File: src/rtl/poi_pkg.sv
// shared types, constants and tables of the planar odometry integrator
package poi_pkg;

	localparam int CORDIC_STEPS_DEF = 24;
	localparam int POS_FRAC_BITS_DEF = 16;
	localparam int STEP_IDX_W = 5;

	localparam logic signed [33:0] CORDIC_GAIN = 34'sd652032874;
	localparam logic signed [33:0] Q30_ONE = 34'sd1073741824;
	localparam logic signed [33:0] RAD_US_TO_BA = 34'sd44798134;
	localparam logic signed [63:0] VW_LIMIT = 64'sd4294967295;
	// one million = 64 * 15625, digit quotient = (cur * DIV_RECIP) >> 44
	localparam logic signed [33:0] DIV_RECIP = 34'sd1125899907;
	localparam logic [13:0] DIV_BASE = 14'd15625;
	localparam longint POS_MAX = 64'sd140737488355327;
	localparam longint POS_MIN = -64'sd140737488355328;

	// 16-bit digits of the position numerator after the divide by 64
	function automatic int div_digits(input int frac);
		return (58 + ((frac > 16) ? frac - 16 : 0) + 15) / 16;
	endfunction

	typedef struct packed {
		logic signed [31:0] yaw_rate;
		logic signed [31:0] vel_side;
		logic signed [31:0] vel_fwd;
		logic [47:0] stamp_us;
	} in_item_t;

	typedef struct packed {
		logic signed [31:0] quat_w;
		logic signed [31:0] quat_z;
		logic [31:0] heading_angle;
		logic signed [47:0] pose_y;
		logic signed [47:0] pose_x;
		logic [47:0] out_stamp_us;
	} out_item_t;

	typedef enum logic [4:0] {
		ST_IDLE, ST_ROT, ST_SINCOS, ST_MFC, ST_MSS, ST_MFS, ST_MSC, ST_MXD, ST_MYD,
		ST_MWD, ST_MHI, ST_MLO, ST_DINIT, ST_DIV, ST_POS, ST_QROT, ST_PUB
	} state_t;

	typedef enum logic [4:0] {
		OP_NONE, OP_LOAD, OP_CORDIC, OP_SINCOS, OP_MUL_FC, OP_MUL_SS, OP_MUL_FS,
		OP_MUL_SC, OP_MUL_XD, OP_MUL_YD, OP_MUL_WD, OP_MUL_HI, OP_MUL_LO,
		OP_HEAD, OP_DIV, OP_POS, OP_PUBLISH
	} op_t;

	typedef struct packed {
		op_t op;
		logic [STEP_IDX_W-1:0] step;
	} cmd_t;

	typedef struct packed {
		logic seen_first;
	} sts_t;

	// arctangent of 2^-i as binary angle
	function automatic logic [31:0] atan_ba(input logic [STEP_IDX_W-1:0] i);
		logic [31:0] r;
		case (i)
			5'd0: r = 32'd536870912;
			5'd1: r = 32'd316933406;
			5'd2: r = 32'd167458907;
			5'd3: r = 32'd85004756;
			5'd4: r = 32'd42667331;
			5'd5: r = 32'd21354465;
			5'd6: r = 32'd10679838;
			5'd7: r = 32'd5340245;
			5'd8: r = 32'd2670163;
			5'd9: r = 32'd1335087;
			5'd10: r = 32'd667544;
			5'd11: r = 32'd333772;
			5'd12: r = 32'd166886;
			5'd13: r = 32'd83443;
			5'd14: r = 32'd41722;
			5'd15: r = 32'd20861;
			5'd16: r = 32'd10430;
			5'd17: r = 32'd5215;
			5'd18: r = 32'd2608;
			5'd19: r = 32'd1304;
			5'd20: r = 32'd652;
			5'd21: r = 32'd326;
			5'd22: r = 32'd163;
			5'd23: r = 32'd81;
			5'd24: r = 32'd41;
			5'd25: r = 32'd20;
			5'd26: r = 32'd10;
			5'd27: r = 32'd5;
			5'd28: r = 32'd3;
			5'd29: r = 32'd1;
			5'd30: r = 32'd1;
			default: r = 32'd0;
		endcase
		return r;
	endfunction

endpackage

File: src/rtl/poi_ctrl.sv
// controller: sequences one sample through the datapath and owns the handshakes
module poi_ctrl #(
	parameter int CORDIC_STEPS = poi_pkg::CORDIC_STEPS_DEF,
	parameter int POS_FRAC_BITS = poi_pkg::POS_FRAC_BITS_DEF
) (
	input logic clk,
	input logic arst_n,
	input logic in_valid,
	output logic in_ready,
	output logic out_valid,
	input logic out_ready,
	input poi_pkg::sts_t sts,
	output poi_pkg::cmd_t cmd
);
	localparam int DIV_STEPS = 2 * poi_pkg::div_digits(POS_FRAC_BITS) + 1;
	localparam int CNT_MAX = (DIV_STEPS > CORDIC_STEPS) ? DIV_STEPS : CORDIC_STEPS;
	localparam int CNT_W = ($clog2(CNT_MAX) > poi_pkg::STEP_IDX_W) ?
		$clog2(CNT_MAX) : poi_pkg::STEP_IDX_W;
	localparam logic [CNT_W-1:0] ROT_LAST = CNT_W'(CORDIC_STEPS - 1);
	localparam logic [CNT_W-1:0] DIV_LAST = CNT_W'(DIV_STEPS - 1);

	poi_pkg::state_t state_q, state_d;
	logic [CNT_W-1:0] cnt_q, cnt_d;
	logic out_valid_q, out_valid_d;

	always_ff @(posedge clk or negedge arst_n) begin
		if (!arst_n) begin
			state_q <= poi_pkg::ST_IDLE;
			cnt_q <= '0;
			out_valid_q <= 1'b0;
		end else begin
			state_q <= state_d;
			cnt_q <= cnt_d;
			out_valid_q <= out_valid_d;
		end
	end

	always_comb begin
		state_d = state_q;
		cnt_d = cnt_q;
		out_valid_d = out_valid_q && !out_ready;
		cmd.op = poi_pkg::OP_NONE;
		cmd.step = cnt_q[poi_pkg::STEP_IDX_W-1:0];
		in_ready = 1'b0;
		case (state_q)
			poi_pkg::ST_IDLE: begin
				in_ready = 1'b1;
				cnt_d = '0;
				if (in_valid) begin
					cmd.op = poi_pkg::OP_LOAD;
					if (sts.seen_first) state_d = poi_pkg::ST_ROT;
				end
			end
			poi_pkg::ST_ROT: begin
				cmd.op = poi_pkg::OP_CORDIC;
				cnt_d = cnt_q + 1'b1;
				if (cnt_q == ROT_LAST) begin
					cnt_d = '0;
					state_d = poi_pkg::ST_SINCOS;
				end
			end
			poi_pkg::ST_SINCOS: begin
				cmd.op = poi_pkg::OP_SINCOS;
				state_d = poi_pkg::ST_MFC;
			end
			poi_pkg::ST_MFC: begin cmd.op = poi_pkg::OP_MUL_FC; state_d = poi_pkg::ST_MSS; end
			poi_pkg::ST_MSS: begin cmd.op = poi_pkg::OP_MUL_SS; state_d = poi_pkg::ST_MFS; end
			poi_pkg::ST_MFS: begin cmd.op = poi_pkg::OP_MUL_FS; state_d = poi_pkg::ST_MSC; end
			poi_pkg::ST_MSC: begin cmd.op = poi_pkg::OP_MUL_SC; state_d = poi_pkg::ST_MXD; end
			poi_pkg::ST_MXD: begin cmd.op = poi_pkg::OP_MUL_XD; state_d = poi_pkg::ST_MYD; end
			poi_pkg::ST_MYD: begin cmd.op = poi_pkg::OP_MUL_YD; state_d = poi_pkg::ST_MWD; end
			poi_pkg::ST_MWD: begin cmd.op = poi_pkg::OP_MUL_WD; state_d = poi_pkg::ST_MHI; end
			poi_pkg::ST_MHI: begin cmd.op = poi_pkg::OP_MUL_HI; state_d = poi_pkg::ST_MLO; end
			poi_pkg::ST_MLO: begin cmd.op = poi_pkg::OP_MUL_LO; state_d = poi_pkg::ST_DINIT; end
			poi_pkg::ST_DINIT: begin cmd.op = poi_pkg::OP_HEAD; state_d = poi_pkg::ST_DIV; end
			poi_pkg::ST_DIV: begin
				cmd.op = poi_pkg::OP_DIV;
				cnt_d = cnt_q + 1'b1;
				if (cnt_q == DIV_LAST) begin
					cnt_d = '0;
					state_d = poi_pkg::ST_POS;
				end
			end
			poi_pkg::ST_POS: begin
				cmd.op = poi_pkg::OP_POS;
				state_d = poi_pkg::ST_QROT;
			end
			poi_pkg::ST_QROT: begin
				cmd.op = poi_pkg::OP_CORDIC;
				cnt_d = cnt_q + 1'b1;
				if (cnt_q == ROT_LAST) begin
					cnt_d = '0;
					state_d = poi_pkg::ST_PUB;
				end
			end
			poi_pkg::ST_PUB: begin
				if (!out_valid_q || out_ready) begin
					cmd.op = poi_pkg::OP_PUBLISH;
					out_valid_d = 1'b1;
					state_d = poi_pkg::ST_IDLE;
				end
			end
			default: state_d = poi_pkg::ST_IDLE;
		endcase
	end

	assign out_valid = out_valid_q;

	a_publish_free: assert property (@(posedge clk) disable iff (!arst_n)
		(cmd.op == poi_pkg::OP_PUBLISH) |-> (!out_valid_q || out_ready))
		else $error("result overwritten before taken");
	a_rot_count: assert property (@(posedge clk) disable iff (!arst_n)
		(state_q == poi_pkg::ST_ROT || state_q == poi_pkg::ST_QROT) |-> (cnt_q <= ROT_LAST))
		else $error("cordic count out of range");
	a_valid_source: assert property (@(posedge clk) disable iff (!arst_n)
		$rose(out_valid_q) |-> $past(state_q == poi_pkg::ST_PUB))
		else $error("result raised outside publish");
	a_div_count: assert property (@(posedge clk) disable iff (!arst_n)
		(state_q == poi_pkg::ST_DIV) |-> (cnt_q <= DIV_LAST))
		else $error("divider count out of range");

endmodule

File: config.mk
export PLATFORM = sky130hd
export DESIGN_NAME = poi_ctrl
export DESIGN_NICKNAME = d
export VERILOG_FILES = /design/src/rtl/poi_pkg.sv /design/src/rtl/poi_ctrl.sv
export SDC_FILE = /design/constraint.sdc
export NUM_CORES = 1
export LEC_CHECK = 0
export BUFFER_PORTS_ARGS = -buffer_cell sky130_fd_sc_hd__buf_2
export CAP_MARGIN = 20
export CORE_UTILIZATION = 51
export DETAILED_ROUTE_END_ITERATION = 12
export PLACE_DENSITY_LB_ADDON = 0.15
export SLEW_MARGIN = 20
export SYNTH_ARGS = -nofsm -noshare
export SYNTH_HDL_FRONTEND = slang
export SYNTH_SLANG_ARGS = --single-unit
File: constraint.sdc
create_clock -name clk -period 2.1 [get_ports clk]
set_input_delay 0.315 -clock clk [delete_from_list [all_inputs] [get_ports clk]]
set_output_delay 0.315 -clock clk [all_outputs]
set_load 0.1 [all_outputs]
Word level (Yosys, flattened, before mapping)
Cells that the tools add are included.

Register bits: 11. Word-level logic and storage cells: 52.

$add $sub $neg: 1. Equal/unequal tests: 24. Muxes and demuxes: 16. Reductions and logical operators: 8.

Operator list (number): 5-bit case mux with 17 select lines (1); 5-bit case mux with 16 select lines (1); 5-bit by 4-bit equality test with 1-bit output (second input constant) (9); 5-bit two-way mux (9); 5-bit by 3-bit equality test with 1-bit output (second input constant) (4); 5-bit case mux with 3 select lines (1); 2-bit != test (second input constant) (6); 5-bit by 2-bit equality test with 1-bit output (second input constant) (2); 5-bit equality test (second input constant) (2); 6-bit AND reduction (1); 5-bit by 1-bit adder with 5-bit output (second input constant) (1); 5-bit by 1-bit equality test with 1-bit output (second input constant) (1); 5-bit zero test (1); 1-bit two-way mux (4); 3-bit nonzero test (1); 1-bit zero test (2); 2-bit OR reduction (1); 1-bit logical AND (1); 1-bit logical OR (1).

Depth between registers and ports, before layout
Gate-level depths: netlist of the first run.

Word-level depth: 4. Depth in mapped cells: 6.

Worst setup path after synthesis of the first run
OpenSTA, ideal clock, no wires.

Path kind: register to output. Start: register state_q[4]. End: output port cmd[5] (netlist name). Data arrival time: 2.667 ns. Required time: 1.785 ns. Setup slack: -0.882 ns. Cell stages (with the launch flop): 3. Path buffers: 1. Cell sequence: dfrtp_1 clkbuf_1 nor3_1.

RTL lines: start: declaration (line poi_ctrl.sv:22) `poi_pkg::state_t state_q, state_d;`; start signal: assignment (line poi_ctrl.sv:28) `state_q <= poi_pkg::ST_IDLE;`; start signal: assignment (line poi_ctrl.sv:32) `state_q <= state_d;`; end: declaration (line poi_ctrl.sv:13) `output poi_pkg::cmd_t cmd`.

Worst setup path in the final report of the first run
Start: register cnt_q[0]. End: register state_q[3].

Cells in the longest elaborated chain, start to end: 3. Elaborated cells between the ends (all ways): 6. Classes of those cells: 5 x eq/ne; 1 x reduce/logical.

RTL lines: start: declaration (line poi_ctrl.sv:23) `logic [CNT_W-1:0] cnt_q, cnt_d;`; start signal: assignment (line poi_ctrl.sv:33) `cnt_q <= cnt_d;`; 5-bit by 4-bit equality test with 1-bit output or 5-bit equality test (tied branches) (line poi_ctrl.sv:79, poi_ctrl.sv:57, poi_ctrl.sv:91); 2-bit != test (no source line); 6-bit AND reduction (no source line) (*).

Mark *: on every way between the ends. The rest lies on a longest branch, timed or not. A chain may end at the register's enable or synchronous reset.

==> run summary, run 1 <==
Die area -> 1660 um2
Synth area leaders -> dfrtp_1, xor2_1, nand2_1
I/O Pins -> 17
Synth cell types -> 37
GR peak layer -> met2
Vias in the first global route -> 558
GP Congestion -> 0.819
Sum Neg Setup Slack -> 0 ns
Syn nets -> 90
Core area -> 1350 um2
Total power -> 604 uW
Post-synth EDFFs -> 0
Max-cap violations -> 0
GRT overflow -> 0
CTS tree -> built
# fillers -> 118
Power share of the combinational group -> 37.8%
GR Layer Usage met3 -> 9.78%
Vias per inst -> 5.49
Worst-Skew Late Latency -> 0.27 ns
Initial antenna violation count -> 0
Die Span Y -> 40.8 um
Clock root cell -> clkbuf_4
ANT cells -> 0
Area share of the largest cell type after synthesis -> 35.9%
Data required time of the critical path -> 2.25 ns
RSZ-0062 raised after global routing -> no
Pin count of the biggest net entering global routing -> 15
NetSw -> 236 uW
Die W -> 40.8 um
Worst min path class -> input port to flip-flop
First-pass GRT wire length -> 2.40 mm
Mapped Area -> 766 um2
Drt wl/cell -> 13.0 um
DP HPWL -> 1.14 mm
WS Path Type -> flip-flop to flip-flop
Count of final setup violators -> 0
Final Hold Vio Count -> 0
Crit. End Element -> flip-flop
DRC -> 0
Row Count -> 13
Crit path launch type -> flip-flop
GRT Overall Usage -> 22.2%
Static Leak -> 0.000439 uW
Clock sinks -> 11
Initial Utilization -> 56.7%
Fmax -> 510 MHz
Layout cells sized above 1 -> 37.4%
Syn_area_per_cell -> 9.23 um2
Pwr dens -> 637 nW/um2
Clock network power share -> 22.7%
Post-DRT Antenna Nets -> 0
CTS Buffer Depth -> 2
Yosys warnings -> 0
Detailed Route WL -> 1.48 mm
Ys flop type -> dfrtp_1
Commonest cells in the netlist -> dfrtp_1, nand2_1, inv_1, nand3_1, xor2_1
Nets@finish -> 107
Net Sw Frac -> 39.1%
Max-slew headroom -> 68.4%
CTS buffer count -> 3
Met1 usage -> 31.2%
Worst EP arrival -> 2.11 ns
Post-synth ARST share -> 100%
Vias -> 626
H-tree depth -> 1
Period utilisation layout -> 93.4%
Count leader, synth -> dfrtp_1
Post-Synthesis Cells -> 83
Clock Skew -> 0.00550 ns
Max-slew violations -> 0
Sequential Power Share -> 39.6%
DR iter-0 viols -> 9
Leading area contributor after synthesis -> dfrtp_1
Sequential share of the synthesized area -> 35.9%
DP Area -> 896 um2
Maximum vdd ir drop -> 378 uV
Internal -> 368 uW
Area growth from synthesis to layout -> 23.9%
Peak fanout along the critical path -> 6
Pre-antenna DRT Iters -> 4
Status -> completed
Synth Register Bits -> 11
GR Layer Usage met2 -> 33.3%
Crit path time final -> 1.96 ns
Measured slew at the worst slew-check pin -> 0.474 ns
Port buffer count -> 16
CTS clk-pin slew, worst paths -> 0.06 ns
Design area -> 948 um2
## cell type report
class / count / area, um2 / area share [%]
clock buffer: 4 / 26.3 / 2.77
inverter: 6 / 22.5 / 2.37
multi-input combinational: 61 / 454 / 47.9
sequential: 11 / 287 / 30.2
tap: 15 / 18.8 / 1.98
timing repair buffer: 17 / 140 / 14.8
## power by group through the flow
stage / clock network (uW) / registers (uW) / logic [uW]
after detailed placement: 0 / 241 / 223
after global routing: 152 / 241 / 243
final: 137 / 239 / 228
after floorplan: 0 / 255 / 158
after global placement: 0 / 241 / 222
after CTS: 143 / 237 / 225
## routing by layer
layer | vias to the layer above | wire length, um
met3 | 0 | 54
li1 | 322 | -
met5 | - | 0
met4 | 0 | 0
met2 | 9 | 658
met1 | 295 | 765
## worst max-delay path, cell delays in order (launching register included)
cell and delay, ns:
dfrtp_4 0.50, ha_1 0.25, nand4b_1 0.14, or4b_4 0.50, o311ai_4 0.14, mux2_4 0.33
## worst paths after layout
path	startpoint	endpoint	slack, ns	cells past startpoint
max	cnt_q[0]	state_q[3]	0.14	5
min	out_ready	out_valid	0.36	3
max reg2reg	cnt_q[0]	state_q[3]	0.14	5
min reg2reg	cnt_q[2]	cnt_q[2]	0.53	1
max in group asynchronous	arst_n	cnt_q[0]	1.42	2
min in group asynchronous	arst_n	state_q[2]	0.45	2
## kinds of logic (layout without fill, tap and decap cells)
family | Yosys count | after routing | share of synthesized area, %
AND/OR/NAND/NOR | 34 | 34 | 26.1
buffers and inverters | 11 | 27 | 7.51
XOR/XNOR | 5 | 5 | 5.72
multiplexers | 3 | 3 | 5.23
flip-flops | 11 | 11 | 35.9
adder cells (fa/ha/maj) | 2 | 2 | 3.27
AO/OA/AOI/OAI | 17 | 17 | 16.2
## metrics by stage
stage | worst slack (ns) | util (%) | cells | hold slack (ns)
global route | 0.0586 | 70.3 | 114 | 0.381
finish | 0.138 | 70.3 | 114 | 0.359
floorplan | -0.0722 | - | 83 | 0.0194
CTS | 0.0438 | 69.0 | 114 | 0.355
global placement | 0.194 | 66.4 | 109 | 0.195
detailed placement | 0.157 | 66.4 | 109 | 0.195
## what timing repair did
item | 4_1_cts | 5_1_grt
setup endpoints to repair | 0 | 3
endpoints found under the hold margin | 11 | 0
hold buffers | 1 | 0
resized for setup | 0 | 5
setup buffers | 0 | 0
## registers in the layout, indices dropped and copies added (netlist names)
| register | flops |
|---|---|
| cnt_q | 5 |
| out_valid | 1 |
| state_q | 5 |
## cells in the final DEF (no fill, tap or decap), types with 3 or more instances in the layout
master	instances
nand2_1	10
buf_12	3
o21ai_0	4
xor2_1	5
o21ai_1	3
dfrtp_1	4
buf_2	11
clkbuf_4	5
nand3_1	5
inv_1	5
dfrtp_2	6
(Power assumes the default switching activity.)
==> run 2: changes to the inputs <==
- GPL_TIMING_DRIVEN: not set -> 1
- SETUP_SLACK_MARGIN: not set -> 0.5
==> run 2 against run 1 <==
  * The run now fails in global routing (5_1_grt)
  * Synthesized cell count is the same
  * Synthesized area is the same
==> run summary, run 2 <==
Status -> stopped before the end
Halt Stage -> global routing (5_1_grt)
Error msg -> [ERROR DPL-0038] Utilization greater than 100%, impossible to legalize
Yosys warnings -> 0 (unchanged)
Area share of the largest cell type after synthesis -> 35.9% (unchanged)
Syn_area_per_cell -> 9.23 um2 (unchanged)
Pin count of the biggest net entering global routing -> 12
Post-synth EDFFs -> 0 (unchanged)
Leading area contributor after synthesis -> dfrtp_1
Die Span Y -> 40.8 um (unchanged)
Mapped Area -> 766 um2 (unchanged)
Count leader, synth -> dfrtp_1
Post-synth ARST share -> 100% (unchanged)
Worst endpoint, post-GRT repair -> state_q[3]$_DFFE_PN0P_/D
Synth cell types -> 37 (unchanged)
Port buffer count -> 16 (unchanged)
Initial Utilization -> 56.7% (unchanged)
Syn nets -> 90 (unchanged)
Clock root cell -> clkbuf_4
Clock sinks -> 11 (unchanged)
Commonest cells in the netlist -> dfrtp_1, nand2_1, inv_1, nand3_1, xor2_1
I/O Pins -> 17 (unchanged)
Ys flop type -> dfrtp_1
Synth area leaders -> dfrtp_1, xor2_1, nand2_1
Synth Register Bits -> 11 (unchanged)
Row Count -> 13 (unchanged)
Sequential share of the synthesized area -> 35.9% (unchanged)
CTS buffer count -> 3 (unchanged)
Post-Synthesis Cells -> 83 (unchanged)
CTS Buffer Depth -> 2 (unchanged)
DP HPWL -> 1.21 mm (+6.2%)
Worst EP Category -> register input
GP Congestion -> 0.862 (+5.1%)
Die W -> 40.8 um (unchanged)
H-tree depth -> 1 (unchanged)
-- run 2: repair_timing --
action,in CTS
hold buffers,1
pin swaps,4
resized for setup,26
buffers inserted,17
endpoints found under the setup margin,15
hold endpoints to repair,11
-- run 2: logic make-up after synthesis --
group	count (synthesis)	synth area share (%)
simple gates	34	26.1
compound gates	17	16.2
buf+inv	11	7.51
flops	11	35.9
xor+xnor	5	5.72
mux	3	5.23
fa+ha+maj	2	3.27
-- run 2: through the flow --
step                setup WS [ns]  utilization (%)  hold slack (ns)  instances  instance area (um2)
floorplan                   0.101                -           0.0194         83                  841
global placement            0.260             70.9            0.196        110                  957
detailed placement          0.246             70.9            0.198        110                  957
CTS                         0.255             90.5            0.380        132                 1220
==> run 3: changes to the inputs <==
- CORE_AREA: not set -> 2 2 63 65
- CORE_UTILIZATION: 51 -> not set
- DIE_AREA: not set -> 0 0 65 67
- SETUP_SLACK_MARGIN: 0.5 -> not set
==> run 3 against run 2 <==
  * The run now ends clean
==> run summary, run 3 (synthesis gave the netlist of run 1 again) <==
Crit. End Element -> output pin
Pre-antenna DRT Iters -> 4
CTS Buffer Depth -> 2 (unchanged)
Crit path time final -> 2.01 ns
Status -> completed
CTS clk-pin slew, worst paths -> 0.05 ns
Static Leak -> 0.000453 uW
Most frequent cells in the layout -> buf_2, nand2_1, dfrtp_1
Vias per inst -> 4.46
GR Layer Usage met3 -> 3.55%
Max-slew violations -> 0
Maximum vdd ir drop -> 353 uV
Worst Setup SP -> state_q[1]
Fmax -> 498 MHz
Layout cells sized above 1 -> 36.0%
Met1 usage -> 11.6%
Peak fanout along the critical path -> 9
Post-Place Cells -> 143 (+30%)
Clock sinks -> 11 (unchanged)
Crit Reg-Reg Startpoint -> cnt_q[0]
Final WS setup -> 0.0933 ns
Initial antenna violation count -> 0
Register-to-register setup slack -> 0.12 ns
GRT Overall Usage -> 9.66%
DR iter-0 viols -> 18
Final hold slack -> 0.388 ns
GR peak layer -> met2
Dpl ws -> 0.142 ns (-0.104 ns)
Measured slew at the worst slew-check pin -> 0.487 ns
Port buffer count -> 16 (unchanged)
Worst EP arrival -> 1.69 ns
Worst-Skew Late Latency -> 0.24 ns
Commonest non-fill, non-tap cell in the layout -> buf_2
GP Congestion -> 0.713 (-17%)
Drt wl/cell -> 12.6 um
GRT overflow -> 0
Max-cap violations -> 0
CTS tree -> built
Clock Skew -> 0.000732 ns
ANT cells -> 0
DP HPWL -> 1.33 mm (+9.6%)
Row Count -> 22 (+9)
Crit path launch type -> flip-flop
Worst Setup EP -> cmd[9]
Vias in the first global route -> 674
Period utilisation layout -> 95.6%
Count of final setup violators -> 0
Fin cells -> 148
Clock root cell -> clkbuf_8
Post-DRT Antenna Nets -> 0
Area growth from synthesis to layout -> 30.9%
Data required time of the critical path -> 1.78 ns
Nets@finish -> 108
Max-slew headroom -> 67.8%
Core area -> 3610 um2
Detailed Route WL -> 1.86 mm
R2R cell count -> 5
Die W -> 65 um (+60%)
Die Span Y -> 67 um (+64%)
Worst r2r dst -> state_q[2]
H-tree depth -> 1 (unchanged)
Die area -> 4360 um2
DRC -> 0
Pwr dens -> 681 nW/um2
Pin count of the biggest net entering global routing -> 12
WS Path Type -> flip-flop to output pin
Initial Utilization -> 21.2% (-35 points)
Vias -> 660
Final Hold Vio Count -> 0
CTS buffer count -> 3 (unchanged)
Worst min path class -> input port to flip-flop
First-pass GRT wire length -> 3.17 mm
GR Layer Usage met2 -> 15.9%
RSZ-0062 raised after global routing -> no
I/O Pins -> 17 (unchanged)
# fillers -> 395
Postcts setup bufs -> 0 (-17)
-- run 3: final cells by class --
cell class,count,area [um2],share of cell area (%)
inverters,6,22.5,2.25
repair buffers,18,145,14.5
well taps,48,60.1,5.99
multi-input cells,61,445,44.4
clock buffers,4,45.0,4.49
flip-flops and latches,11,284,28.3
-- run 3: how the worst min path moves through the flow --
stage,from,end,slack (ns),cells after the start
CTS,out_ready,out_valid,0.40,3
global route,out_ready,out_valid,0.44,3
finish,out_ready,out_valid,0.39,3
floorplan,arst_n,cnt_q[1],0.02,0
detailed placement,arst_n,out_valid,0.21,1
global placement,arst_n,out_valid,0.21,1
-- run 3: timing repair --
item / CTS / global route
gates resized for setup: 0 / 1
hold buffers: 1 / 0
endpoints found under the setup margin: 0 / 1
hold endpoints to repair: 11 / 0
-- run 3: worst max-delay path, cell delays in order, from the launching register on --
cell and delay, ns:
dfrtp_1 0.52, nor4_2 0.47, and3_1 0.28, buf_12 0.18
-- run 3: power by group --
| part | internal [uW] | switching (uW) | leakage, uW | total (uW) |
|---|---|---|---|---|
| Combinational | 69.8 | 156 | 0.000290 | 226 |
| Clock | 134 | 84.4 | 0.0000228 | 218 |
| Sequential | 222 | 17.2 | 0.000140 | 239 |
-- run 3: metrics by stage --
stage / power [uW] / util [%] / setup TNS [ns] / cell area [um2]
after detailed placement: 469 / 26.2 / 0 / 945
after global routing: 723 / 27.8 / 0 / 1000
after CTS: 694 / 27.7 / 0 / 1000
after global placement: 469 / 26.2 / 0 / 945
after floorplan: 413 / - / -0.0722 / 787
final: 683 / 27.8 / 0 / 1000
-- run 3: metal layers --
metal	vias up	share of wire, %	wire length, um
met5	-	0	0
met4	0	1.5	27
met3	4	6.2	116
met2	17	45	829
met1	311	48	889
li1	328	-	-
